--- src/rtl/apw_pkg.sv ---
// Shared types, widths and reset values for the wrapped-angle PID controller.
// Used by every module under rtl; depends on nothing else.
package apw_pkg;

    localparam int ANGLE_W   = 13;
    localparam int GAIN_W    = 32;
    localparam int LIMIT_W   = 15;
    localparam int SUM_W     = 16;
    localparam int DRIVE_W   = 16;
    localparam int CFG_ADDR_W = 3;
    localparam int IN_TDATA_W = 32;

    localparam int DEF_ANGLE_RANGE        = 8192;
    localparam int DEF_GAIN_FRACTION_BITS = 16;

    localparam logic signed [GAIN_W-1:0] RST_P_GAIN = GAIN_W'(4968);
    localparam logic signed [GAIN_W-1:0] RST_I_GAIN = GAIN_W'(0);
    localparam logic signed [GAIN_W-1:0] RST_D_GAIN = GAIN_W'(5177);
    localparam logic signed [GAIN_W-1:0] RST_F_GAIN = GAIN_W'(0);
    localparam logic [LIMIT_W-1:0]       RST_LIMIT  = LIMIT_W'(15000);

    typedef enum logic [CFG_ADDR_W-1:0] {
        CFG_P_GAIN    = 3'd0,
        CFG_I_GAIN    = 3'd1,
        CFG_D_GAIN    = 3'd2,
        CFG_F_GAIN    = 3'd3,
        CFG_INT_LIMIT = 3'd4
    } t_cfg_reg;

    typedef struct packed {
        logic signed [GAIN_W-1:0] p;
        logic signed [GAIN_W-1:0] i;
        logic signed [GAIN_W-1:0] d;
        logic signed [GAIN_W-1:0] f;
    } t_gains;

    typedef struct packed {
        logic s1;
        logic s2;
        logic s3;
        logic s4;
    } t_pipe_en;

    function automatic int max_int(input int a, input int b);
        return (a > b) ? a : b;
    endfunction

    // Width of the wrapped error for a given circle size.
    function automatic int err_width(input int range);
        int half;
        half = range >> 1;
        if (half > (1 << ANGLE_W) - 1) begin
            return $clog2(half + 1) + 1;
        end
        return ANGLE_W + 1;
    endfunction

    function automatic int calc_width(input int range);
        return max_int(ANGLE_W + 2, $clog2(range) + 2);
    endfunction

    function automatic int prod_width(input int range);
        return GAIN_W + max_int(err_width(range) + 1, SUM_W);
    endfunction

    function automatic int acc_width(input int range);
        return prod_width(range) + 2;
    endfunction

endpackage

--- src/rtl/apw_out.sv ---
// Output stage: fixed-point shift with truncation toward zero and 16-bit saturation.
// Depends on apw_pkg.
module apw_out #(
    parameter int ANGLE_RANGE        = apw_pkg::DEF_ANGLE_RANGE,
    parameter int GAIN_FRACTION_BITS = apw_pkg::DEF_GAIN_FRACTION_BITS
) (
    input  logic                                              i_clk,
    input  logic                                              i_en,
    input  logic signed [apw_pkg::acc_width(ANGLE_RANGE)-1:0] i_acc,
    output logic signed [apw_pkg::DRIVE_W-1:0]                o_drive,
    output logic                                              o_saturated
);

    localparam int ACC_W = apw_pkg::acc_width(ANGLE_RANGE);
    localparam int DW    = apw_pkg::DRIVE_W;

    localparam logic signed [ACC_W-1:0] L_BIAS = ACC_W'((64'd1 << GAIN_FRACTION_BITS) - 64'd1);
    localparam logic signed [ACC_W-1:0] L_MAX  = ACC_W'((64'd1 << (DW - 1)) - 64'd1);
    localparam logic signed [ACC_W-1:0] L_MIN  = -ACC_W'(64'd1 << (DW - 1));

    logic signed [ACC_W-1:0] n_adj;
    logic signed [ACC_W-1:0] n_quot;
    logic signed [DW-1:0]    n_drive;
    logic                    n_sat;

    always_comb begin
        // A negative sum is biased so that the arithmetic shift rounds toward zero.
        n_adj  = i_acc + (i_acc[ACC_W-1] ? L_BIAS : '0);
        n_quot = n_adj >>> GAIN_FRACTION_BITS;
        priority if (n_quot > L_MAX) begin
            n_drive = L_MAX[DW-1:0];
            n_sat   = 1'b1;
        end else if (n_quot < L_MIN) begin
            n_drive = L_MIN[DW-1:0];
            n_sat   = 1'b1;
        end else begin
            n_drive = n_quot[DW-1:0];
            n_sat   = 1'b0;
        end
    end

    always_ff @(posedge i_clk) begin
        if (i_en) begin
            o_drive     <= n_drive;
            o_saturated <= n_sat;
        end
    end

endmodule

--- config.mk ---
export PLATFORM = sky130hd
export DESIGN_NAME = apw_out
export DESIGN_NICKNAME = d
export VERILOG_FILES = /design/src/rtl/apw_pkg.sv /design/src/rtl/apw_out.sv
export SDC_FILE = /design/constraint.sdc
export NUM_CORES = 1
export LEC_CHECK = 0
export ABC_AREA = 1
export BUFFER_PORTS_ARGS = -buffer_cell sky130_fd_sc_hd__buf_2
export CAP_MARGIN = 20
export CORE_MARGIN = 3
export CORE_UTILIZATION = 39
export CTS_CLUSTER_DIAMETER = 40
export CTS_CLUSTER_SIZE = 8
export DETAILED_ROUTE_END_ITERATION = 10
export HOLD_SLACK_MARGIN = 0.15
export PLACE_DENSITY = 0.7
export SLEW_MARGIN = 20
export SYNTH_ARGS = -nofsm -noshare
export SYNTH_HDL_FRONTEND = slang
export SYNTH_SLANG_ARGS = --single-unit
--- constraint.sdc ---
create_clock -name i_clk -period 2.8 [get_ports i_clk]
set_clock_uncertainty 0.15 [all_clocks]
set_input_delay 0.28 -clock i_clk [delete_from_list [all_inputs] [get_ports i_clk]]
set_output_delay 0.28 -clock i_clk [all_outputs]
set_load 0.01 [all_outputs]
======== After elaboration in Yosys (flattened, before gate mapping) ========
Cells that the tools add are included.
storage, ports and cells
  register bits ........................... 17
  word-level logic and storage cells ...... 8
operators by class
  $add $sub $neg .......................... 1
  order comparisons ....................... 2
  muxes and demuxes ....................... 3
operators with widths
  kind                                                              count
  adder 50 x 16 -> 50 bit                                           1
  greater-than comparator 34 x 16 -> 1 bit (second input constant)  1
  < comparator 34 x 16 -> 1 bit (second input constant)             1
  2-to-1 mux 16 bit                                                 2
  2-to-1 mux 1 bit                                                  1

======== Depth between registers and ports, before layout ========
Gate-level depths: netlist of run 1.
  depth in word-level cells ............... 4
  gate-level depth with buffers ........... 20
  mapped depth without buffers ............ 19

======== Worst setup path after synthesis of run 1 ========
Ideal clock, no wire load.
  path type ............................... input port to flip-flop
  start point ............................. in i_acc[14] (netlist bit)
  end point ............................... reg o_drive[10] (netlist bit) (data pin)
  library setup time ...................... 0.252 ns
  arrival time ............................ 2.029 ns
  required time ........................... 2.398 ns
  setup slack ............................. 0.369 ns
  cell stages on the path ................. 14
  buffers on the path ..................... 1
  path through ............................ ha_1 nand2_1 nor2_1 nand2_1 nor2_1 nand2_1 nand3_2 nand3_1 and2_0 nor3_1 nand3_1 nand2_2 buf_6 nand2_1
between the ends
  cells in the longest elaborated chain, start to end .. 3
  elaborated cells between the ends (all ways) .. 4
  classes of those cells .................. add/sub: 1; order compare: 2; mux: 1
ends and longest elaborated chain
  what                           line           RTL
  start: declaration             apw_out.sv:9   input logic signed [apw_pkg::acc_width(ANGLE_RANGE)-1:0] i_acc,
  adder 50 x 16 -> 50 bit (*)    apw_out.sv:28  n_adj = i_acc + (i_acc[ACC_W-1] ? L_BIAS : '0);
  < comparator 34 x 16 -> 1 bit  apw_out.sv:33  end else if (n_quot < L_MIN) begin
  2-to-1 mux 16 bit              apw_out.sv:33
  end signal: assignment         apw_out.sv:44  o_drive <= n_drive;
  end: declaration               apw_out.sv:10  output logic signed [apw_pkg::DRIVE_W-1:0] o_drive,
Every way passes the cells marked *; elsewhere a longest branch is shown, timed or not.
A chain may end at the register's enable or synchronous reset.

======== Final worst setup path of run 1 ========
  start point ............................. in i_acc[49] (netlist bit)
  end point ............................... reg o_drive[5] (netlist bit) (data pin)
between the ends
  cells in the longest elaborated chain, start to end .. 4
  elaborated cells between the ends (all ways) .. 5
  classes of those cells .................. add/sub: 1; order compare: 2; mux: 2
ends and longest elaborated chain
  what                           line
  2-to-1 mux 16 bit              apw_out.sv:28
  adder 50 x 16 -> 50 bit (*)    apw_out.sv:28
  < comparator 34 x 16 -> 1 bit  apw_out.sv:33
  2-to-1 mux 16 bit              apw_out.sv:33
Marked as above.

==> implementation parameters, run 1 <==
Parameter                              Value

Run status
  Outcome ... finished clean

Synth
  Synthesized instance count ... 557
  Post-synthesis cell type count ... 25
  Yosys Warn Count ... 0
  Post-synthesis average cell area ... 5.250 sq um
  Netlist area before placement ... 2924 sq um
  Sequential fraction of the synthesis area ... 17.46%
  Flip-flop and latch count after synthesis ... 17
  Post-Syn Nets ... 624

Placement
  Standard cell area after detailed placement ... 3671 sq um
  GPL Wtd Cong ... 0.9976
  Count of port buffers added during placement ... 68
  HPWL after DPL ... 8.490 mm

Pwr
  Internal Pwr Total ... 0.0005776 W
  Power density relative to cell area ... 241.9 nW/um^2
  Relative contribution of combinational cells to total power ... 47.1%
  Leakage dissipation ... 2.144 nW
  Clk pwr share ... 18.9%
  Sequential cell fraction of total power ... 33.9%
  Switching power share of the total ... 36.68%
  Peak supply drop ... 0.0001394 V
  Switching component of the power ... 0.0003346 W

STA
  Max Fclk ... 0.3804 GHz
  RSZ-0062 raised after global routing ... false
  Final-layout setup total negative slack ... 0 ns
  Final period demand of the worst path ... 2.629 ns
  Number of endpoints failing setup at the final stage ... 0
  Max Slew Vio Count ... 0
  Worst-margin pin slew ... 0.4375 ns
  Hold Violations, Final ... 0
  Final critical-path share of the clock period ... 93.89%
  Max transition margin ... 70.84%

Floorplan
  Chip Width ... 92.59 um
  Initial Utilization ... 41.66%
  Die area ... 8573 sq um
  I/O pin count ... 69
  Die Ht ... 92.59 um
  Core footprint ... 7019 sq um
  # rows ... 30

Layout
  Number of nets at the end of the flow ... 735
  Layout cell share with drive strength beyond 1 ... 19.49%
  Most common cell after layout, fill and taps aside ... sky130_fd_sc_hd__nand2_1
  Antenna diode instance count ... 0
  Final instance area ... 3771 sq um
  Top library cells by usage in the layout, fill and taps aside ... sky130_fd_sc_hd__nand2_1, sky130_fd_sc_hd__inv_1, sky130_fd_sc_hd__nor2_1
  Syn-to-layout area delta ... 28.97%
  Post-layout utilization of the core ... 53.73%

Global route
  Vias in the first global route ... 3308
  Initial antenna violation count ... 0
  Total overflow reported by the global router ... 0
  First-pass GRT wire length ... 15.37 mm
  Total global-route track usage ... 22.06%
  Pin count of the biggest net entering global routing ... 18

Min path
  Hold Crit Class ... in2reg
  Start point of the worst min-delay path ... i_en
  Worst Hold End ... o_drive[10]
  Min-Delay Path Depth ... 1

Routing
  Via count ... 3748
  Routed wire length ... 9.627 mm
  Number of design rule violations left after detail routing ... 0
  First-iteration detailed-routing DRC count ... 253
  DRT antenna net count ... 0
  Detailed Routing Iterations Pass 1 ... 5
  Average via count per standard cell ... 4.912
  Average wire length per cell after detail routing ... 12.62 um

Critical path
  Kind of critical path ... in2reg
  Data required time at the worst endpoint ... 2.65 ns
  Most repeated library cell on the critical path ... sky130_fd_sc_hd__nand2_1
  Critical path data arrival time ... 2.48 ns
  Critical Path Source Type ... input pin
  Critical-path top delay cell ... sky130_fd_sc_hd__ha_1
  Cell Chain, Critical Path ... buf_6 > ha_1 > nand2_1 > nor2_1 > inv_1 > nor2_4 > nand4_1 > nand3_1 > nand2_1 > nor2_1 > nand2_1 > nor2_1 > nand3_2 > nand2_4 > nand2_1
  Slowest Stage Delay on Critical Path ... 0.33 ns
  Capturing element type of the critical path ... register
  Highest net fanout along the worst path ... 17

Clock tree
  Hold buffer count at cts ... 0
  Clk sinks ... 17
  Cts bufs inserted ... 3
  Number of buffers on the longest clock path ... 2
  Number of buffers added for setup after CTS ... 0
  Clock tree from TritonCTS ... yes
  Root Buffer Master ... sky130_fd_sc_hd__clkbuf_8
  Clock input transition at the sequential cells of the worst setup and hold paths ... 0.06 ns
  Number of levels the H-tree was split into ... 1

Flow run
  Number of maximum-capacitance constraint violations ... 0
metrics by stage:
stage               setup WS (ns)  hold slack [ns]  power [W]  cells
floorplan                  0.3687           0.2425  0.0005435    557
global placement          -0.2062           0.5418  0.0007252    758
detailed placement        -0.2727           0.5388  0.0007314    758
CTS                       0.04887           0.3169  0.0009033    762
global route             0.008014           0.3365  0.0009811    763
finish                     0.1711           0.3128  0.0009122    763
synth_stat cells, drive strengths merged:
cell | instances | share of area, %
nand2 | 230 | 30
o21a | 1 | 0.26
xnor2 | 2 | 0.60
a21boi | 1 | 0.26
nor2 | 81 | 11
ha | 15 | 6.4
nand4 | 19 | 4.1
o21ai | 3 | 0.51
and2 | 4 | 0.86
xor2 | 6 | 1.8
a21oi | 12 | 2.1
edfxtp | 17 | 17
inv | 101 | 13
nand3 | 45 | 7.9
or2 | 1 | 0.21
nand3b | 4 | 1.0
nor3 | 13 | 2.4
buf | 2 | 0.64
metal layers:
layer,track usage (%),share of wire [%],vias up
met2,38.25,45,134
met5,0,0,-
li1,-,-,1954
met3,2.518,7.8,12
met1,29.50,45,1648
met4,4.332,1.4,0
worst max-delay path, delay by kind of cell:
kind | cells | cell delay [ns]
buffers and inverters | 2 | 0.26
adders and majority gates | 1 | 0.33
and+or+nand+nor | 12 | 1.60
area by class of cell:
| cell class | count | area [sq um] |
|---|---|---|
| clock buffers | 4 | 45.04 |
| fillers | 764 | 3248 |
| inverters | 101 | 379.1 |
| multi-input cells | 438 | 2064 |
| flip-flops and latches | 17 | 510.5 |
| well taps | 96 | 120.1 |
| repair buffers | 107 | 651.9 |
timing repair:
action                     4_1_cts  5_1_grt
setup endpoints to repair       15       16
hold endpoints to repair         0        0
pin swaps                        0        3
cloned                           0        1
resized for setup                1       14
power groups by stage:
stage                     clock network, W  logic (W)  registers [W]
after global placement                   0   0.000411       0.000315
after CTS                         0.000174   0.000419       0.000310
after detailed placement                 0   0.000416       0.000315
after global routing              0.000185   0.000485       0.000311
final                             0.000173   0.000430       0.000310
after floorplan                          0   0.000214       0.000329
state kept, by name, summed over array words and instances (netlist names):
signal / count
o_saturated: 1
o_drive: 16
worst max-delay path by stage:
stage                    from           to  slack, ns  cells past startpoint
global route        i_acc[49]   o_drive[5]      0.008                     19
finish              i_acc[49]   o_drive[5]       0.17                     15
floorplan           i_acc[14]  o_drive[10]       0.37                     14
global placement    i_acc[49]  o_drive[14]      -0.21                     15
detailed placement  i_acc[49]  o_saturated      -0.27                     18
CTS                 i_acc[49]  o_saturated       0.05                     17
logic make-up after synthesis:
kind of cell	Yosys count	synth area share [%]
simple gates	397	57.04
buf+inv	103	13.61
compound gates	17	3.081
flops	17	17.46
fa+ha+maj	15	6.418
xor+xnor	8	2.396
Note: power is estimated with default switching activity, not from simulation.
==> inputs of run 2 (changes only) <==
CTS_BUF_LIST = sky130_fd_sc_hd__clkbuf_4   (was not set)
==> implementation parameters, run 2 (synthesis results as in run 1) <==
Parameter                              Value

Routing
  Via count ... 3767 (+0.51%)
  Number of design rule violations left after detail routing ... 0 (unchanged)
  First-iteration detailed-routing DRC count ... 262 (+3.6%)
  Average via count per standard cell ... 4.937 (+0.51%)
  DRT antenna net count ... 0 (unchanged)
  Routed wire length ... 9.934 mm (+3.2%)
  Detailed Routing Iterations Pass 1 ... 6 (+1)
  Average wire length per cell after detail routing ... 13.02 um (+3.2%)

Layout
  Most common cell after layout, fill and taps aside ... sky130_fd_sc_hd__nand2_1
  Register ranked first by flip-flop count ... o_drive
  Max reg flops ... 16 (unchanged)
  Top library cells by usage in the layout, fill and taps aside ... sky130_fd_sc_hd__nand2_1, sky130_fd_sc_hd__inv_1, sky130_fd_sc_hd__nor2_1
  Layout cell share with drive strength beyond 1 ... 19.94% (+0.45 points)
  Number of nets at the end of the flow ... 735 (unchanged)
  Syn-to-layout area delta ... 30.98%
  Final instance area ... 3830 sq um (+1.6%)
  Antenna diode instance count ... 0 (unchanged)
  Registers with the highest flip-flop counts ... o_drive x16, o_saturated x1

Global route
  Pin count of the biggest net entering global routing ... 18 (unchanged)
  Total overflow reported by the global router ... 0 (unchanged)
  Initial antenna violation count ... 0 (unchanged)
  Total global-route track usage ... 22.08% (about the same)
  First-pass GRT wire length ... 15.37 mm (unchanged)
  Vias in the first global route ... 3308 (unchanged)

Clock tree
  Number of levels the H-tree was split into ... 1 (unchanged)
  Number of buffers added for setup after CTS ... 0 (unchanged)
  Clock tree from TritonCTS ... yes
  Clk sinks ... 17 (unchanged)
  Root Buffer Master ... sky130_fd_sc_hd__clkbuf_4
  Clock input transition at the sequential cells of the worst setup and hold paths ... 0.08 ns (+0.02 ns)
  Cts bufs inserted ... 3 (unchanged)
  Count of instances resized after the clock tree is built ... 0 (-1)
  Hold buffer count at cts ... 0 (unchanged)
  Number of buffers on the longest clock path ... 2 (unchanged)

Critical path
  Critical Path Source Type ... input pin
  Crit path buf inv count ... 4 (+2)
  Critical path data arrival time ... 2.75 ns (+0.27 ns)
  Kind of critical path ... in2reg
  Critical-path top delay cell ... sky130_fd_sc_hd__ha_1
  Most repeated library cell on the critical path ... sky130_fd_sc_hd__nand2_1
  Slowest Stage Delay on Critical Path ... 0.32 ns (about the same)
  Family of cells with the greatest summed delay on the critical path ... simple AND/OR/NAND/NOR gates
  Cell Chain, Critical Path ... buf_8 > ha_1 > nand2_1 > nor2_1 > inv_1 > o21ai_1 > inv_1 > nand2_1 > nand2_1 > nand2_1 > nand2_1 > nor2_1 > nand2_1 > nor2_1 > nand3_1 > nand2_2 > buf_12 > nand2_1 > nand2_1
  Capturing element type of the critical path ... register
  Highest net fanout along the worst path ... 17 (unchanged)
  Data required time at the worst endpoint ... 2.81 ns (+0.16 ns)

Run status
  Outcome ... finished clean

Min path
  Worst Hold End ... o_drive[12]
  Hold Crit Class ... in2reg
  Min-Delay Path Depth ... 1 (unchanged)
  Start point of the worst min-delay path ... i_en

STA
  Final period demand of the worst path ... 2.742 ns (+0.1130 ns)
  Worst slack on hold paths ... 0.2777 ns (-0.03509 ns)
  Hold Violations, Final ... 0 (unchanged)
  Max transition margin ... 71.34% (+0.51 points)
  Max Fclk ... 0.3647 GHz (-4.1%)
  Worst-margin pin slew ... 0.4299 ns (-0.007589 ns)
  Final critical-path share of the clock period ... 97.93% (+4.0 points)
  Number of endpoints failing setup at the final stage ... 0 (unchanged)
  Max Slew Vio Count ... 0 (unchanged)

Pwr
  Overall power after layout ... 0.0008867 W (-2.8%)
  Leakage dissipation ... 2.139 nW (-0.24%)
  Power density relative to cell area ... 231.5 nW/um^2 (-4.3%)
  Peak supply drop ... 0.0001051 V (-25%)

Floorplan
  I/O pin count ... 69 (unchanged)
  Die area ... 8573 sq um (unchanged)
  Initial Utilization ... 41.66% (unchanged)
  Chip Width ... 92.59 um (unchanged)
  Die Ht ... 92.59 um (unchanged)
  # rows ... 30 (unchanged)
  Core footprint ... 7019 sq um (unchanged)

Placement
  Count of port buffers added during placement ... 68 (unchanged)
  Standard cell area after detailed placement ... 3671 sq um (unchanged)
  GPL Wtd Cong ... 0.9976 (unchanged)
  HPWL after DPL ... 8.490 mm (unchanged)

Flow run
  Number of maximum-capacitance constraint violations ... 0 (unchanged)
## run 2: changes by cell type in the layout (fill, tap and decap cells not counted), moves of 3 or more
cell,before,now
sky130_fd_sc_hd__clkbuf_4,0,4
sky130_fd_sc_hd__clkbuf_8,3,0
sky130_fd_sc_hd__ha_1,15,8
sky130_fd_sc_hd__ha_4,0,7
## run 2: how the worst max path moves through the flow
| stage | start | to | slack (ns) | cells past startpoint |
|---|---|---|---|---|
| finish | i_acc[49] | o_drive[8] | 0.06 | 19 |
| global placement | i_acc[49] | o_drive[14] | -0.21 | 15 |
| floorplan | i_acc[14] | o_drive[10] | 0.37 | 14 |
| CTS | i_acc[49] | o_saturated | 0.02 | 18 |
| detailed placement | i_acc[49] | o_saturated | -0.27 | 18 |
| global route | i_acc[49] | o_drive[11] | -0.07 | 19 |
## run 2: metrics by stage
stage | instances | TNS, ns | worst slack, ns | util [%]
global route | 763 | -0.7447 | -0.07020 | 54.56
detailed placement | 758 | -4.145 | -0.2727 | 52.30
finish | 763 | 0 | 0.05805 | 54.56
global placement | 758 | -3.271 | -0.2062 | 52.30
floorplan | 557 | 0 | 0.3687 | -
CTS | 762 | 0 | 0.02444 | 52.73
## run 2: final cells by class
class	count	area, sq um
Sequential cell	17	510.5
Multi-Input combinational cell	438	2135
Clock buffer	4	30.03
Timing Repair Buffer	107	655.6
Inverter	101	379.1
Tap cell	96	120.1
Fill cell	758	3189
## run 2: power by group
group	leakage, nW	internal (W)	switching, W
sequential	0.168	0.000305	0.00000396
combinational	1.95	0.000180	0.000265
clock	0.0184	0.0000650	0.0000669
total	2.14	0.000550	0.000336
## run 2: metal layers
| metal | GRT usage, % | wire length (um) | part of all wire [%] | vias up |
|---|---|---|---|---|
| met5 | 0 | 0 | 0 | - |
| met3 | 2.600 | 854 | 8.6 | 18 |
| met2 | 38.31 | 4561 | 46 | 170 |
| met4 | 3.960 | 191 | 1.9 | 0 |
| met1 | 29.59 | 4327 | 44 | 1624 |
| li1 | - | - | - | 1955 |
