### config.mk
export PLATFORM = sky130hd
export DESIGN_NAME = apw_error
export DESIGN_NICKNAME = d
export VERILOG_FILES = /design/src/rtl/apw_pkg.sv /design/src/rtl/apw_error.sv
export SDC_FILE = /design/constraint.sdc
export NUM_CORES = 1
export LEC_CHECK = 0
export BUFFER_PORTS_ARGS = -buffer_cell sky130_fd_sc_hd__buf_2
export CAP_MARGIN = 20
export CORE_ASPECT_RATIO = 0.5
export CORE_UTILIZATION = 30
export DETAILED_ROUTE_END_ITERATION = 16
export GPL_TIMING_DRIVEN = 0
export HOLD_SLACK_MARGIN = 0.08
export PLACE_DENSITY = 0.46
export SYNTH_ARGS = -nofsm -noshare
export SYNTH_HDL_FRONTEND = slang
export SYNTH_SLANG_ARGS = --single-unit
### constraint.sdc
create_clock -name i_clk -period 8.4 [get_ports i_clk]
set_input_delay 0.84 -clock i_clk [delete_from_list [all_inputs] [get_ports i_clk]]
set_output_delay 0.84 -clock i_clk [all_outputs]
set_load 0.02 [all_outputs]
### src/rtl/apw_pkg.sv
// Shared types, widths and reset values for the wrapped-angle PID controller.
// Used by every module under rtl; depends on nothing else.
package apw_pkg;

    localparam int ANGLE_W   = 13;
    localparam int GAIN_W    = 32;
    localparam int LIMIT_W   = 15;
    localparam int SUM_W     = 16;
    localparam int DRIVE_W   = 16;
    localparam int CFG_ADDR_W = 3;
    localparam int IN_TDATA_W = 32;

    localparam int DEF_ANGLE_RANGE        = 8192;
    localparam int DEF_GAIN_FRACTION_BITS = 16;

    localparam logic signed [GAIN_W-1:0] RST_P_GAIN = GAIN_W'(4968);
    localparam logic signed [GAIN_W-1:0] RST_I_GAIN = GAIN_W'(0);
    localparam logic signed [GAIN_W-1:0] RST_D_GAIN = GAIN_W'(5177);
    localparam logic signed [GAIN_W-1:0] RST_F_GAIN = GAIN_W'(0);
    localparam logic [LIMIT_W-1:0]       RST_LIMIT  = LIMIT_W'(15000);

    typedef enum logic [CFG_ADDR_W-1:0] {
        CFG_P_GAIN    = 3'd0,
        CFG_I_GAIN    = 3'd1,
        CFG_D_GAIN    = 3'd2,
        CFG_F_GAIN    = 3'd3,
        CFG_INT_LIMIT = 3'd4
    } t_cfg_reg;

    typedef struct packed {
        logic signed [GAIN_W-1:0] p;
        logic signed [GAIN_W-1:0] i;
        logic signed [GAIN_W-1:0] d;
        logic signed [GAIN_W-1:0] f;
    } t_gains;

    typedef struct packed {
        logic s1;
        logic s2;
        logic s3;
        logic s4;
    } t_pipe_en;

    function automatic int max_int(input int a, input int b);
        return (a > b) ? a : b;
    endfunction

    // Width of the wrapped error for a given circle size.
    function automatic int err_width(input int range);
        int half;
        half = range >> 1;
        if (half > (1 << ANGLE_W) - 1) begin
            return $clog2(half + 1) + 1;
        end
        return ANGLE_W + 1;
    endfunction

    function automatic int calc_width(input int range);
        return max_int(ANGLE_W + 2, $clog2(range) + 2);
    endfunction

    function automatic int prod_width(input int range);
        return GAIN_W + max_int(err_width(range) + 1, SUM_W);
    endfunction

    function automatic int acc_width(input int range);
        return prod_width(range) + 2;
    endfunction

endpackage

### src/rtl/apw_error.sv
// Error path: angle wrap, first-sample seeding, clamped integral and differences.
// Holds the controller state; depends on apw_pkg.
module apw_error #(
    parameter int ANGLE_RANGE = apw_pkg::DEF_ANGLE_RANGE
) (
    input  logic                                          i_clk,
    input  logic                                          i_rst_n,
    input  logic                                          i_load,
    input  logic                                          i_en,
    input  logic [apw_pkg::ANGLE_W-1:0]                   i_target,
    input  logic [apw_pkg::ANGLE_W-1:0]                   i_measured,
    input  logic [apw_pkg::LIMIT_W-1:0]                   i_limit,
    output logic signed [apw_pkg::err_width(ANGLE_RANGE)-1:0] o_error,
    output logic signed [apw_pkg::err_width(ANGLE_RANGE):0]   o_deriv,
    output logic signed [apw_pkg::SUM_W-1:0]              o_sum,
    output logic signed [apw_pkg::ANGLE_W:0]              o_ff
);

    localparam int ERR_W  = apw_pkg::err_width(ANGLE_RANGE);
    localparam int CALC_W = apw_pkg::calc_width(ANGLE_RANGE);
    localparam int SN_W   = apw_pkg::max_int(apw_pkg::SUM_W, ERR_W) + 1;
    localparam int AW     = apw_pkg::ANGLE_W;

    localparam logic signed [CALC_W-1:0] L_RANGE = CALC_W'(ANGLE_RANGE);
    localparam logic signed [CALC_W-1:0] L_HALF  = CALC_W'(ANGLE_RANGE / 2);

    logic                       r_first;
    logic signed [ERR_W-1:0]    r_prev_error;
    logic signed [apw_pkg::SUM_W-1:0] r_sum_state;
    logic [AW-1:0]              r_prev_target;

    logic signed [CALC_W-1:0]   n_diff;
    logic signed [CALC_W-1:0]   n_wrapped;
    logic signed [ERR_W-1:0]    n_error;
    logic signed [ERR_W-1:0]    n_prev_eff;
    logic signed [ERR_W:0]      n_deriv;
    logic signed [SN_W-1:0]     n_raw_sum;
    logic signed [SN_W-1:0]     n_lim;
    logic signed [SN_W-1:0]     n_clamped;
    logic signed [apw_pkg::SUM_W-1:0] n_sum;
    logic signed [AW:0]         n_ff;

    always_comb begin
        n_diff = $signed({{(CALC_W - AW){1'b0}}, i_target})
               - $signed({{(CALC_W - AW){1'b0}}, i_measured});
        priority if (n_diff > L_HALF) begin
            n_wrapped = n_diff - L_RANGE;
        end else if (n_diff < -L_HALF) begin
            n_wrapped = n_diff + L_RANGE;
        end else begin
            n_wrapped = n_diff;
        end
        n_error    = n_wrapped[ERR_W-1:0];
        n_prev_eff = r_first ? n_error : r_prev_error;
        n_deriv    = (ERR_W + 1)'(n_error) - (ERR_W + 1)'(n_prev_eff);

        n_raw_sum = SN_W'(r_sum_state) + SN_W'(n_error);
        n_lim     = $signed({{(SN_W - apw_pkg::LIMIT_W){1'b0}}, i_limit});
        priority if (n_raw_sum < -n_lim) begin
            n_clamped = -n_lim;
        end else if (n_raw_sum > n_lim) begin
            n_clamped = n_lim;
        end else begin
            n_clamped = n_raw_sum;
        end
        n_sum = n_clamped[apw_pkg::SUM_W-1:0];

        n_ff = $signed({1'b0, i_target}) - $signed({1'b0, r_prev_target});
    end

    always_ff @(posedge i_clk) begin
        if (!i_rst_n) begin
            r_first       <= 1'b1;
            r_prev_error  <= '0;
            r_sum_state   <= '0;
            r_prev_target <= '0;
        end else if (i_load) begin
            r_first       <= 1'b0;
            r_prev_error  <= n_error;
            r_sum_state   <= n_sum;
            r_prev_target <= i_target;
        end
    end

    always_ff @(posedge i_clk) begin
        if (i_en) begin
            o_error <= n_error;
            o_deriv <= n_deriv;
            o_sum   <= n_sum;
            o_ff    <= n_ff;
        end
    end

endmodule

Word-level counts from Yosys, hierarchy flattened
Index checks and enable logic that the tools add are counted.
- add/subtract/negate cells: 7
- $lt $le $gt $ge: 4
- mux-type cells: 5
- operator list (kind ; number):
    $mux W14 ; 3
    $mux W16 ; 2
    $sub A13 B13 Y14 ; 2
    $add A16 B14 Y17 ; 1
    $gt A17 B16 Y1 ; 1
    $lt A17 B17 Y1 ; 1
    $neg A15 Y17 ; 1
    $sub A14 B14 Y15 ; 1
    $add A14 B14 Y14 const B ; 1
    $gt A14 B14 Y1 const B ; 1
    $lt A14 B13 Y1 const B ; 1
    $sub A14 B14 Y14 const B ; 1
- bits in registers: 103
- bits of input ports: 45
- output and inout port bits: 59

Longest topological paths before layout
Gate-level depths: netlist (run 1).
- word-level depth: 8
- mapped depth: 29

Worst setup path before layout (run 1)
OpenSTA, ideal clock, no wires.
- path type: input -> register
- from: in i_target[0] (netlist bit)
- to: reg o_sum[12] (netlist bit), data pin
- library setup time: 255 ps
- arrival: 5861 ps
- required time: 8145 ps
- slack: 2284 ps
- stages on the path: 29
- buffers on the path: 2
- cells stage by stage: inv_1 -> ha_1 -> inv_1 -> fa_1 -> a21o_1 -> a221oi_2 -> o2bb2ai_1 -> o211ai_1 -> a21oi_1 -> o21bai_1 -> xnor2_1 -> inv_1 -> ha_1 -> buf_6 -> a21o_1 -> a211oi_2 -> a21oi_2 -> a31oi_4 -> xor2_1 -> inv_1 -> ha_1 -> nor4b_1 -> o21ai_0 -> o21ai_2 -> inv_2 -> clkbuf_1 -> or3_1 -> o31a_1 -> and3_1
- cells in the longest elaborated chain, start to end: 8
- elaborated cells between the ends (all ways): 12
- RTL lines (item ; RTL line ; source):
    from (decl) ; apw_error.sv:10 ; input logic [apw_pkg::ANGLE_W-1:0] i_target,
    $sub A13 B13 Y14 * ; apw_error.sv:45 ; - $signed({{(CALC_W - AW){1'b0}}, i_measured});
    net n_diff[12] ; apw_error.sv:32 ; logic signed [CALC_W-1:0] n_diff;
    $add A14 B14 Y14 / $lt A14 B13 Y1 (equally long branches) ; apw_error.sv:49, apw_error.sv:48 ;
    $mux W14 ; apw_error.sv:48 ; end else if (n_diff < -L_HALF) begin
    $mux W14 * ; apw_error.sv:46 ; priority if (n_diff > L_HALF) begin
    $add A16 B14 Y17 * ; apw_error.sv:57 ; n_raw_sum = SN_W'(r_sum_state) + SN_W'(n_error);
    $gt A17 B16 Y1 ; apw_error.sv:61 ; end else if (n_raw_sum > n_lim) begin
    $mux W16 ; apw_error.sv:61 ;
    $mux W16 * ; apw_error.sv:59 ; priority if (n_raw_sum < -n_lim) begin
    net n_clamped[12] ; apw_error.sv:39 ; logic signed [SN_W-1:0] n_clamped;
    to (signal assigned) ; apw_error.sv:89 ; o_sum <= n_sum;
    to (decl) ; apw_error.sv:15 ; output logic signed [apw_pkg::SUM_W-1:0] o_sum,
Mark *: on every way through the listed nets, which the timed path passes. The rest lies on a longest branch.
A chain may end at the register's enable or synchronous reset.

Worst setup path after layout (run 1)
- from: in i_target[0] (netlist bit)
- to: reg o_sum[12] (netlist bit), data pin
- cells in the longest elaborated chain, start to end: 8
- elaborated cells between the ends (all ways): 12
- RTL lines (item ; RTL line ; source):
    $sub A13 B13 Y14 * ; apw_error.sv:45 ;
    net n_diff[10] ; apw_error.sv:32 ;
    $add A14 B14 Y14 / $lt A14 B13 Y1 (equally long branches) ; apw_error.sv:49, apw_error.sv:48 ;
    $mux W14 ; apw_error.sv:48 ;
    $mux W14 * ; apw_error.sv:46 ;
    net n_wrapped[13] ; apw_error.sv:33 ; logic signed [CALC_W-1:0] n_wrapped;
    $add A16 B14 Y17 * ; apw_error.sv:57 ;
    $gt A17 B16 Y1 ; apw_error.sv:61 ;
    $mux W16 ; apw_error.sv:61 ;
    $mux W16 * ; apw_error.sv:59 ;
    net n_clamped[12] ; apw_error.sv:39 ;
Marks and branches as above.

==> impl_metrics.py, run 1 <==
metrics = {
    "cts": {
        "cts_setup_buffers": 0,
        "clock-sinks": 103,
        "cts_max_path_buffers": 2,
        "cts_buffers": 9,
        "clock_latency_ns": 0.35,
        "cts.repair.resized": 0,
        "cts-root-buf": "clkbuf_16",
        "htreeDepth": 3,
        "cts_hold_buffers": 0,
        "cts_tree": "yes",
        "path_clk_slew_ns": 0.07,
    },
    "worst_setup_path": {
        "startpoint": "i_target[0]",
        "r2r_start": "r_sum_state[0]$_SDFFE_PN0P_",
        "cpPeakStageDelay_ns": 0.58,
        "worstSetupPathType": "primary input to register",
        "cp-end-kind": "register",
        "crit_arrival_ns": 7.15,
        "cp.buffers_inverters": 7,
        "cp.required_ns": 8.51,
        "rrSetupSlack_ns": 3.47,
        "path_max_fanout": 10,
        "path_delay_family": "compound AO/OA/AOI/OAI gates",
        "cp-start-kind": "primary input",
        "crit_slowest_cell": "xor2_1",
    },
    "routing": {
        "first_iter_violations": 363,
        "viasPerCell": 4.86,
        "ant_nets": 0,
        "wl_per_cell_um": 16.1,
        "drc_errors": 0,
        "totalWireLength_um": 20200,
        "vias": 6091,
        "first_pass_iters": 4,
    },
    "synth": {
        "synth_ff_type": "edfxtp_1",
        "syn_inst": 800,
        "seq_area_frac_synth_pct": 35.2,
        "synth_area_leader_cell": "edfxtp_1",
        "yosysTopAreaCellShare_pct": 23.5,
        "synth_area_um2": 7540,
        "synth_area_leaders": "edfxtp_1 23%, ha_1 15%, dfxtp_1 12%",
        "netlist_top_cells_count": "88 x ha_1, 72 x inv_1, 59 x edfxtp_1, 56 x nor2_1, 45 x nand2_1",
        "synth_cell_types": 69,
        "avgSynthCellArea_um2": 9.43,
        "ys.warnings.count": 0,
        "ys_async_sr_fraction_pct": 0,
        "ys_ff_latch": 103,
        "syn_nets": 937,
        "yosysMostFrequentCell": "ha_1",
        "synth_edf_count": 59,
    },
    "status": {
        "status": "finished clean",
    },
    "layout": {
        "seq_area_um2": 2650,
        "final_nets": 1050,
        "multi_input_comb_area_um2": 4500,
        "fin_cells": 1254,
        "drive_above_1_share_pct": 16.2,
        "diodes": 0,
        "fill_cells": 2560,
        "syn2layout_area_growth_pct": 16.7,
    },
    "floorplan": {
        "num_rows": 40,
        "start_util_pct": 31.0,
        "dieArea_um2": 25800,
        "ios": 104,
        "fp.coreArea_um2": 24300,
        "die_h_um": 114,
        "die_x_um": 226,
    },
    "global_routing": {
        "antenna_found_initial": 0,
        "use_met2_pct": 25.7,
        "grt_max_degree": 35,
        "use_met1_pct": 22.8,
        "grt_overflow": 0,
        "grt.met3_usage_pct": 2.39,
        "grt_pass1_wl_um": 31900,
        "grt_pass1_vias": 6037,
        "gr-max-usage-layer": "met2",
        "grt_usage_pct": 16.1,
    },
    "timing": {
        "worst_pin_slew_ns": 0.854,
        "hold_violations": 0,
        "min_period_over_period_pct": 83.9,
        "finalSetupTns_ns": 0,
        "setup_ws_ns": 1.36,
        "slew_violations": 0,
        "period_needed_ns": 7.04,
        "fmax_mhz": 142,
        "skew_ns": 0.00945,
        "max_slew_margin_pct": 43.1,
        "rsz0062_at_grt": "no",
        "setup_violations": 0,
    },
    "placement": {
        "dp.cells": 1238,
        "place_ws_ns": 0.955,
        "finalWeightedCongestion": 0.806,
        "portBuffers": 101,
        "hpwl_um": 16400,
    },
    "power": {
        "p_per_area_nw_per_um2": 361,
        "power_leakage_nw": 3.81,
        "power.total_mw": 3.18,
        "irDropWorstVdd_v": 0.000149,
    },
    "min_path": {
        "hp-class": "register to register",
        "hold_start": "r_prev_error[2]$_SDFFE_PN0P_",
    },
    "job": {
        "maxCapViolations": 0,
    },
}
metrics by stage:
stage | instance area (µm²) | utilization (%) | hold WS (ns)
2_1_floorplan | 7540 | - | 0.454
3_3_place_gp | 8470 | 34.8 | 0.460
3_5_place_dp | 8490 | 34.9 | 0.467
4_1_cts | 8800 | 36.2 | 0.486
5_1_grt | 8800 | 36.2 | 0.510
6_report | 8800 | 36.2 | 0.483
flip-flops by register name (all words and copies together) (netlist names):
signal and cells:
r_prev_target 13, r_sum_state 16, o_error 14, o_ff 14, o_sum 16, r_prev_error 14
r_first 1, o_deriv 15
cells by family after synthesis:
logic type	Yosys count	share of synthesized area, %
muxes	29	3.90
DFF	103	35.2
adders and majority gates	92	15.7
xor gates and xnor gates	55	6.39
buffers and inverters	97	5.23
AOI/OAI and AO/OA	172	16.8
and+or+nand+nor	252	16.9
worst reg2reg max path, stage by stage, from the launching register on:
cell and delay [ns]:
dfxtp_1 0.32, ha_1 0.23, inv_1 0.08, fa_1 0.21, nor2b_1 0.08, o2111ai_1 0.27
nand3b_1 0.17, a21o_1 0.21, a21oi_1 0.27, o21ai_0 0.16, xnor2_1 0.31, inv_1 0.14
ha_1 0.33, nand3_1 0.07, nand2_1 0.09, o2111ai_1 0.22, a21oi_1 0.08, o21ai_2 0.36
inv_2 0.10, clkbuf_1 0.27, or3_1 0.41, o31a_1 0.14, and3_1 0.16
worst paths after layout:
check / end / depth (start not counted)
max: o_sum[12]$_DFFE_PP_ / 28
max reg2reg: o_sum[12]$_DFFE_PP_ / 22
min reg2reg: r_prev_error[2]$_SDFFE_PN0P_ / 1
min: r_prev_error[2]$_SDFFE_PN0P_ / 1
layer usage:
layer	vias up	share of wire, %
met5	-	0
met4	0	0.69
met3	8	2.7
met2	77	45
met1	2870	51
li1	3136	-
power breakdown:
part	internal, mW	leakage (nW)	total [mW]	switching, mW
Clock	0.262	0.154	0.452	0.190
Sequential	0.734	0.939	0.783	0.0489
Combinational	0.715	2.72	1.94	1.23
Total	1.71	3.81	3.18	1.47
area by class of cell:
type                            count  share of cell area, %
Multi-Input combinational cell    600                   51.1
Sequential cell                   103                   30.1
Timing Repair Buffer              102                   5.97
Tap cell                          336                   4.78
Inverter                           73                   3.11
Clock buffer                       11                   2.64
Buffer                             24                   1.36
Clock inverter                      5                  0.938
placed cells by master (no fill, tap or decap), types with 8 or more instances in the layout:
master and instances:
a21o_1 8, a21oi_1 38, and3_1 12, buf_2 104
clkbuf_1 19, clkbuf_16 9, dfxtp_1 44, edfxtp_1 59
ha_1 88, inv_1 72, mux2i_1 28, nand2_1 45
nand3_1 32, nand4_1 13, nor2_1 56, nor2b_1 32
nor3_1 31, o21a_1 14, o21ai_0 24, o31ai_1 18
or3_1 9, xnor2_1 44, xor2_1 11
Power figures use the tool's default switching activity.
==> inputs of run 2 (changes only) <==
Clock period 8.4 ns to 6.9 ns, I/O delays scaled along.
==> run 2 against run 1 <==
Against the previous run:
- clock power rose by 22%
- worst setup slack got worse by 0.90 ns
- routed wire length is 0.31% higher
- sequential cell count is the same
- sequential power increased by 22%
- global-route usage hardly changed
- power is 23% higher
- die area stayed put
- combinational power rose by 24%
- critical path depth rose by 1
==> impl_metrics.py, run 2 (synthesized netlist as in run 1, its figures left out) <==
metrics = {
    "placement": {
        "place_area_um2": 8490,
        "portBuffers": 101,
        "hpwl_um": 16400,
        "finalWeightedCongestion": 0.806,
    },
    "routing": {
        "first_pass_iters": 4,
        "drc_errors": 0,
        "first_iter_violations": 348,
        "wl_per_cell_um": 16.1,
        "ant_nets": 0,
        "vias": 6157,
        "viasPerCell": 4.89,
        "totalWireLength_um": 20300,
    },
    "cts": {
        "cts_hold_buffers": 0,
        "clock_latency_ns": 0.36,
        "clock-sinks": 103,
        "path_clk_slew_ns": 0.07,
        "cts_max_path_buffers": 2,
        "cts_tree": "yes",
        "cts_buffers": 9,
        "htreeDepth": 3,
        "cts-root-buf": "clkbuf_16",
    },
    "min_path": {
        "hp-class": "register to register",
    },
    "layout": {
        "reg_top3": "o_sum: 16 flops, r_sum_state: 16 flops, o_deriv: 15 flops",
        "syn2layout_area_growth_pct": 17.7,
        "final_nets": 1055,
        "drive_above_1_share_pct": 17.1,
        "design_area_um2": 8880,
        "layout_common_cells": "104 x buf_2, 88 x ha_1, 72 x inv_1",
        "final_common_cell": "buf_2",
        "diodes": 0,
    },
    "worst_setup_path": {
        "cp-end-kind": "register",
        "crit_arrival_ns": 6.57,
        "critPathMostFrequentCell": "inv_1",
        "worstSetupPathType": "primary input to register",
        "path_max_fanout": 10,
        "cpPeakStageDelay_ns": 0.44,
        "cp.required_ns": 7.03,
        "cp-start-kind": "primary input",
        "crit_slowest_cell": "clkbuf_1",
    },
    "floorplan": {
        "die_h_um": 114,
        "ios": 104,
        "die_x_um": 226,
        "num_rows": 40,
        "dieArea_um2": 25800,
        "fp.coreArea_um2": 24300,
        "start_util_pct": 31.0,
    },
    "timing": {
        "rsz0062_at_grt": "no",
        "hold_violations": 0,
        "slew_violations": 0,
        "skew_ns": 0.00983,
        "setup_violations": 0,
        "fmax_mhz": 155,
        "finalSetupTns_ns": 0,
        "max_slew_margin_pct": 41.9,
        "period_needed_ns": 6.44,
        "min_period_over_period_pct": 93.3,
        "worst_pin_slew_ns": 0.871,
    },
    "global_routing": {
        "grt_usage_pct": 16.1,
        "antenna_found_initial": 0,
        "grt_pass1_wl_um": 31900,
        "grt_pass1_vias": 6037,
        "grt_overflow": 0,
        "grt_max_degree": 35,
    },
    "power": {
        "irDropWorstVdd_v": 0.000185,
        "p_per_area_nw_per_um2": 441,
        "power_leakage_nw": 3.84,
        "power.total_mw": 3.91,
    },
    "job": {
        "maxCapViolations": 0,
    },
    "status": {
        "status": "finished clean",
    },
}
[run 2: timing repair]
action | in CTS | in global routing
hold endpoints to repair | 0 | 0
setup endpoints to repair | 1 | 22
pin swaps | 0 | 2
setup buffers | 0 | 5
gates resized for setup | 1 | 4
[run 2: layout make-up]
type | count | area, µm²
fillers | 2556 | 15400
well taps | 336 | 420
clock buffers | 11 | 233
multi-input cells | 600 | 4530
plain buffers | 24 | 120
repair buffers | 107 | 563
clock inverters | 5 | 82.6
flip-flops and latches | 103 | 2650
inverters | 73 | 274
[run 2: worst paths after layout]
kind	startpoint	endpoint	slack (ns)	depth (start not counted)
worst min-delay path	r_prev_error[2]$_SDFFE_PN0P_	r_prev_error[2]$_SDFFE_PN0P_	0.48	1
worst min register to register	r_prev_error[2]$_SDFFE_PN0P_	r_prev_error[2]$_SDFFE_PN0P_	0.48	1
worst max-delay path	i_target[0]	o_sum[5]$_DFFE_PP_	0.46	29
worst max register to register	r_sum_state[0]$_SDFFE_PN0P_	o_sum[8]$_DFFE_PP_	2.14	23
[run 2: power breakdown]
part           internal, mW  total, mW  switching, mW
Clock                 0.319      0.552          0.233
Sequential            0.893      0.953         0.0596
Combinational         0.900       2.41           1.51
Total                  2.11       3.91           1.80
[run 2: per-stage QoR]
stage                     hold WS [ns]  utilization [%]  setup WS [ns]  instances
final                            0.483             36.5          0.462       1259
after global routing             0.510             36.5          0.117       1259
after CTS                        0.486             36.2          0.152       1254
after detailed placement         0.467             34.9         -0.395       1238
after global placement           0.460             34.8         -0.381       1237
after floorplan                  0.454                -          0.934        800
[run 2: per-layer routing]
layer  wire [µm]  share of wire (%)  global-route usage [%]
met1       10300                 51                    22.8
met4         242                1.2                    4.01
met2        9050                 45                    25.7
met3         673                3.3                    2.39
met5           0                  0                       0
[run 2: critical path, delay by kind of cell]
kind / cells / cell delay, ns
AO/OA/AOI/OAI: 12 / 2.28
buffers and inverters: 8 / 1.20
adder cells (fa/ha/maj): 4 / 1.09
AND/OR/NAND/NOR: 3 / 0.75
XOR/XNOR: 2 / 0.53
==> inputs of run 3 (changes only) <==
Settings changed: CORE_ASPECT_RATIO 0.5 to 0.6.
==> run 3 against run 2 <==
Against the previous run:
- the flow now finishes with violations (DRC)
- largest power group unchanged
- via count about the same
- power increased by 2.3%
- critical path depth unchanged
- clock power about the same
- sequential cell count unchanged
- clock-buffer cell count decreased by 2
- sequential share of layout area increased by 0.23 points
==> impl_metrics.py, run 3 (synthesized netlist as in run 1, its figures left out) <==
metrics = {
    "layout": {
        "diodes": 0,
        "multi_input_comb_area_um2": 4530,
        "reg_top3": "o_sum: 16 flops, r_sum_state: 16 flops, o_deriv: 15 flops",
        "syn2layout_area_growth_pct": 16.8,
        "design_area_um2": 8810,
        "seq_area_um2": 2650,
        "final_common_cell": "buf_2",
        "final_nets": 1051,
        "fill_cells": 2588,
        "drive_above_1_share_pct": 17.5,
        "fin_util_pct": 36.0,
        "layout_common_cells": "103 x buf_2, 88 x ha_1, 72 x inv_1",
    },
    "cts": {
        "cts_max_path_buffers": 2,
        "clock-sinks": 103,
        "cts_hold_buffers": 0,
        "path_clk_slew_ns": 0.08,
        "htreeDepth": 3,
        "cts_tree": "yes",
        "clock_latency_ns": 0.37,
        "cts_buffers": 9,
        "cts-root-buf": "clkbuf_16",
    },
    "floorplan": {
        "start_util_pct": 30.9,
        "die_x_um": 207,
        "dieArea_um2": 25800,
        "ios": 104,
        "fp.coreArea_um2": 24400,
        "die_h_um": 125,
        "num_rows": 44,
    },
    "timing": {
        "skew_ns": 0.00838,
        "slew_violations": 0,
        "timing.hold.ws_ns": 0.487,
        "min_period_over_period_pct": 94.7,
        "hold_violations": 0,
        "setup_violations": 0,
        "period_needed_ns": 6.53,
        "fmax_mhz": 153,
        "rsz0062_at_grt": "yes",
        "max_slew_margin_pct": 41.3,
        "worst_pin_slew_ns": 0.881,
        "finalSetupTns_ns": 0,
    },
    "worst_setup_path": {
        "cp-start-kind": "primary input",
        "cp-end-kind": "register",
        "cp.required_ns": 7.01,
        "path_max_fanout": 10,
        "crit_arrival_ns": 6.64,
        "critPathMostFrequentCell": "inv_1",
        "cpPeakStageDelay_ns": 0.44,
        "worstSetupPathType": "primary input to register",
        "crit_slowest_cell": "nor3_1",
    },
    "global_routing": {
        "grt_max_degree": 60,
        "grt_overflow": 0,
        "grt_pass1_wl_um": 33500,
        "antenna_found_initial": 0,
        "grt_pass1_vias": 5709,
        "grt_usage_pct": 17.4,
    },
    "min_path": {
        "hp-class": "register to register",
    },
    "routing": {
        "totalWireLength_um": 21700,
        "first_iter_violations": 398,
        "drc_errors": 3,
        "first_pass_iters": 10,
        "viasPerCell": 4.96,
        "vias": 6156,
        "wl_per_cell_um": 17.5,
        "ant_nets": 0,
    },
    "power": {
        "p_per_area_nw_per_um2": 454,
        "irDropWorstVdd_v": 0.000200,
        "power_leakage_nw": 3.83,
    },
    "placement": {
        "finalWeightedCongestion": 0.859,
        "portBuffers": 101,
        "hpwl_um": 17300,
        "place_area_um2": 8450,
    },
    "job": {
        "maxCapViolations": 0,
    },
    "status": {
        "status": "complete, but fails checks",
        "violations": "DRC",
    },
}
-- run 3: cell types whose count changed in the layout (fill, tap and decap cells not counted), moves of 2 or more --
cell      delta
clkbuf_1     -6
clkbuf_2     +4
buf_4        -2
inv_6        +3
-- run 3: path summary, 6_finish.rpt --
check / from / end / slack [ns] / cells after the start
setup / recovery: i_target[0] / o_sum[9]$_DFFE_PP_ / 0.37 / 29
hold / removal: r_prev_error[8]$_SDFFE_PN0P_ / r_prev_error[8]$_SDFFE_PN0P_ / 0.49 / 1
setup reg to reg: r_sum_state[0]$_SDFFE_PN0P_ / o_sum[11]$_DFFE_PP_ / 2.04 / 22
hold reg to reg: r_prev_error[8]$_SDFFE_PN0P_ / r_prev_error[8]$_SDFFE_PN0P_ / 0.49 / 1
-- run 3: area by class of cell --
class                           count  share of cell area [%]
Multi-Input combinational cell    600                    51.4
Sequential cell                   103                    30.1
Timing Repair Buffer              103                    5.94
Tap cell                          322                    4.57
Inverter                           73                    3.11
Clock buffer                        9                    2.56
Buffer                             24                    1.42
Clock inverter                      7                   0.895
-- run 3: what timing repair did --
item / in CTS / in global routing
buffers inserted: 0 / 2
gates resized for setup: 1 / 12
pin swaps: 0 / 1
endpoints found under the setup margin: 2 / 31
-- run 3: power by group --
group | internal [mW] | total, mW | switching [mW]
logic | 0.913 | 2.50 | 1.59
clock network | 0.286 | 0.549 | 0.263
registers | 0.893 | 0.951 | 0.0578
total | 2.09 | 4.00 | 1.91
-- run 3: critical path: cells and delay by family --
family,cells,cell delay [ns]
adders and majority gates,4,1.09
AOI/OAI and AO/OA,13,2.56
xor gates and xnor gates,2,0.50
buffers and inverters,8,1.11
and+or+nand+nor,2,0.70
-- run 3: stage by stage --
stage	cells	worst slack [ns]	total power, mW
5_1_grt	1241	-0.0123	4.31
2_1_floorplan	800	0.934	2.65
3_5_place_dp	1223	-0.453	3.37
4_1_cts	1239	0.0868	3.95
3_3_place_gp	1223	-0.435	3.39
6_report	1241	0.369	4.00
-- run 3: metal layers --
metal | track usage (%) | routed length [µm]
met1 | 29.6 | 13100
met2 | 21.4 | 7600
met3 | 3.58 | 897
met4 | 2.83 | 144
met5 | 0 | 0
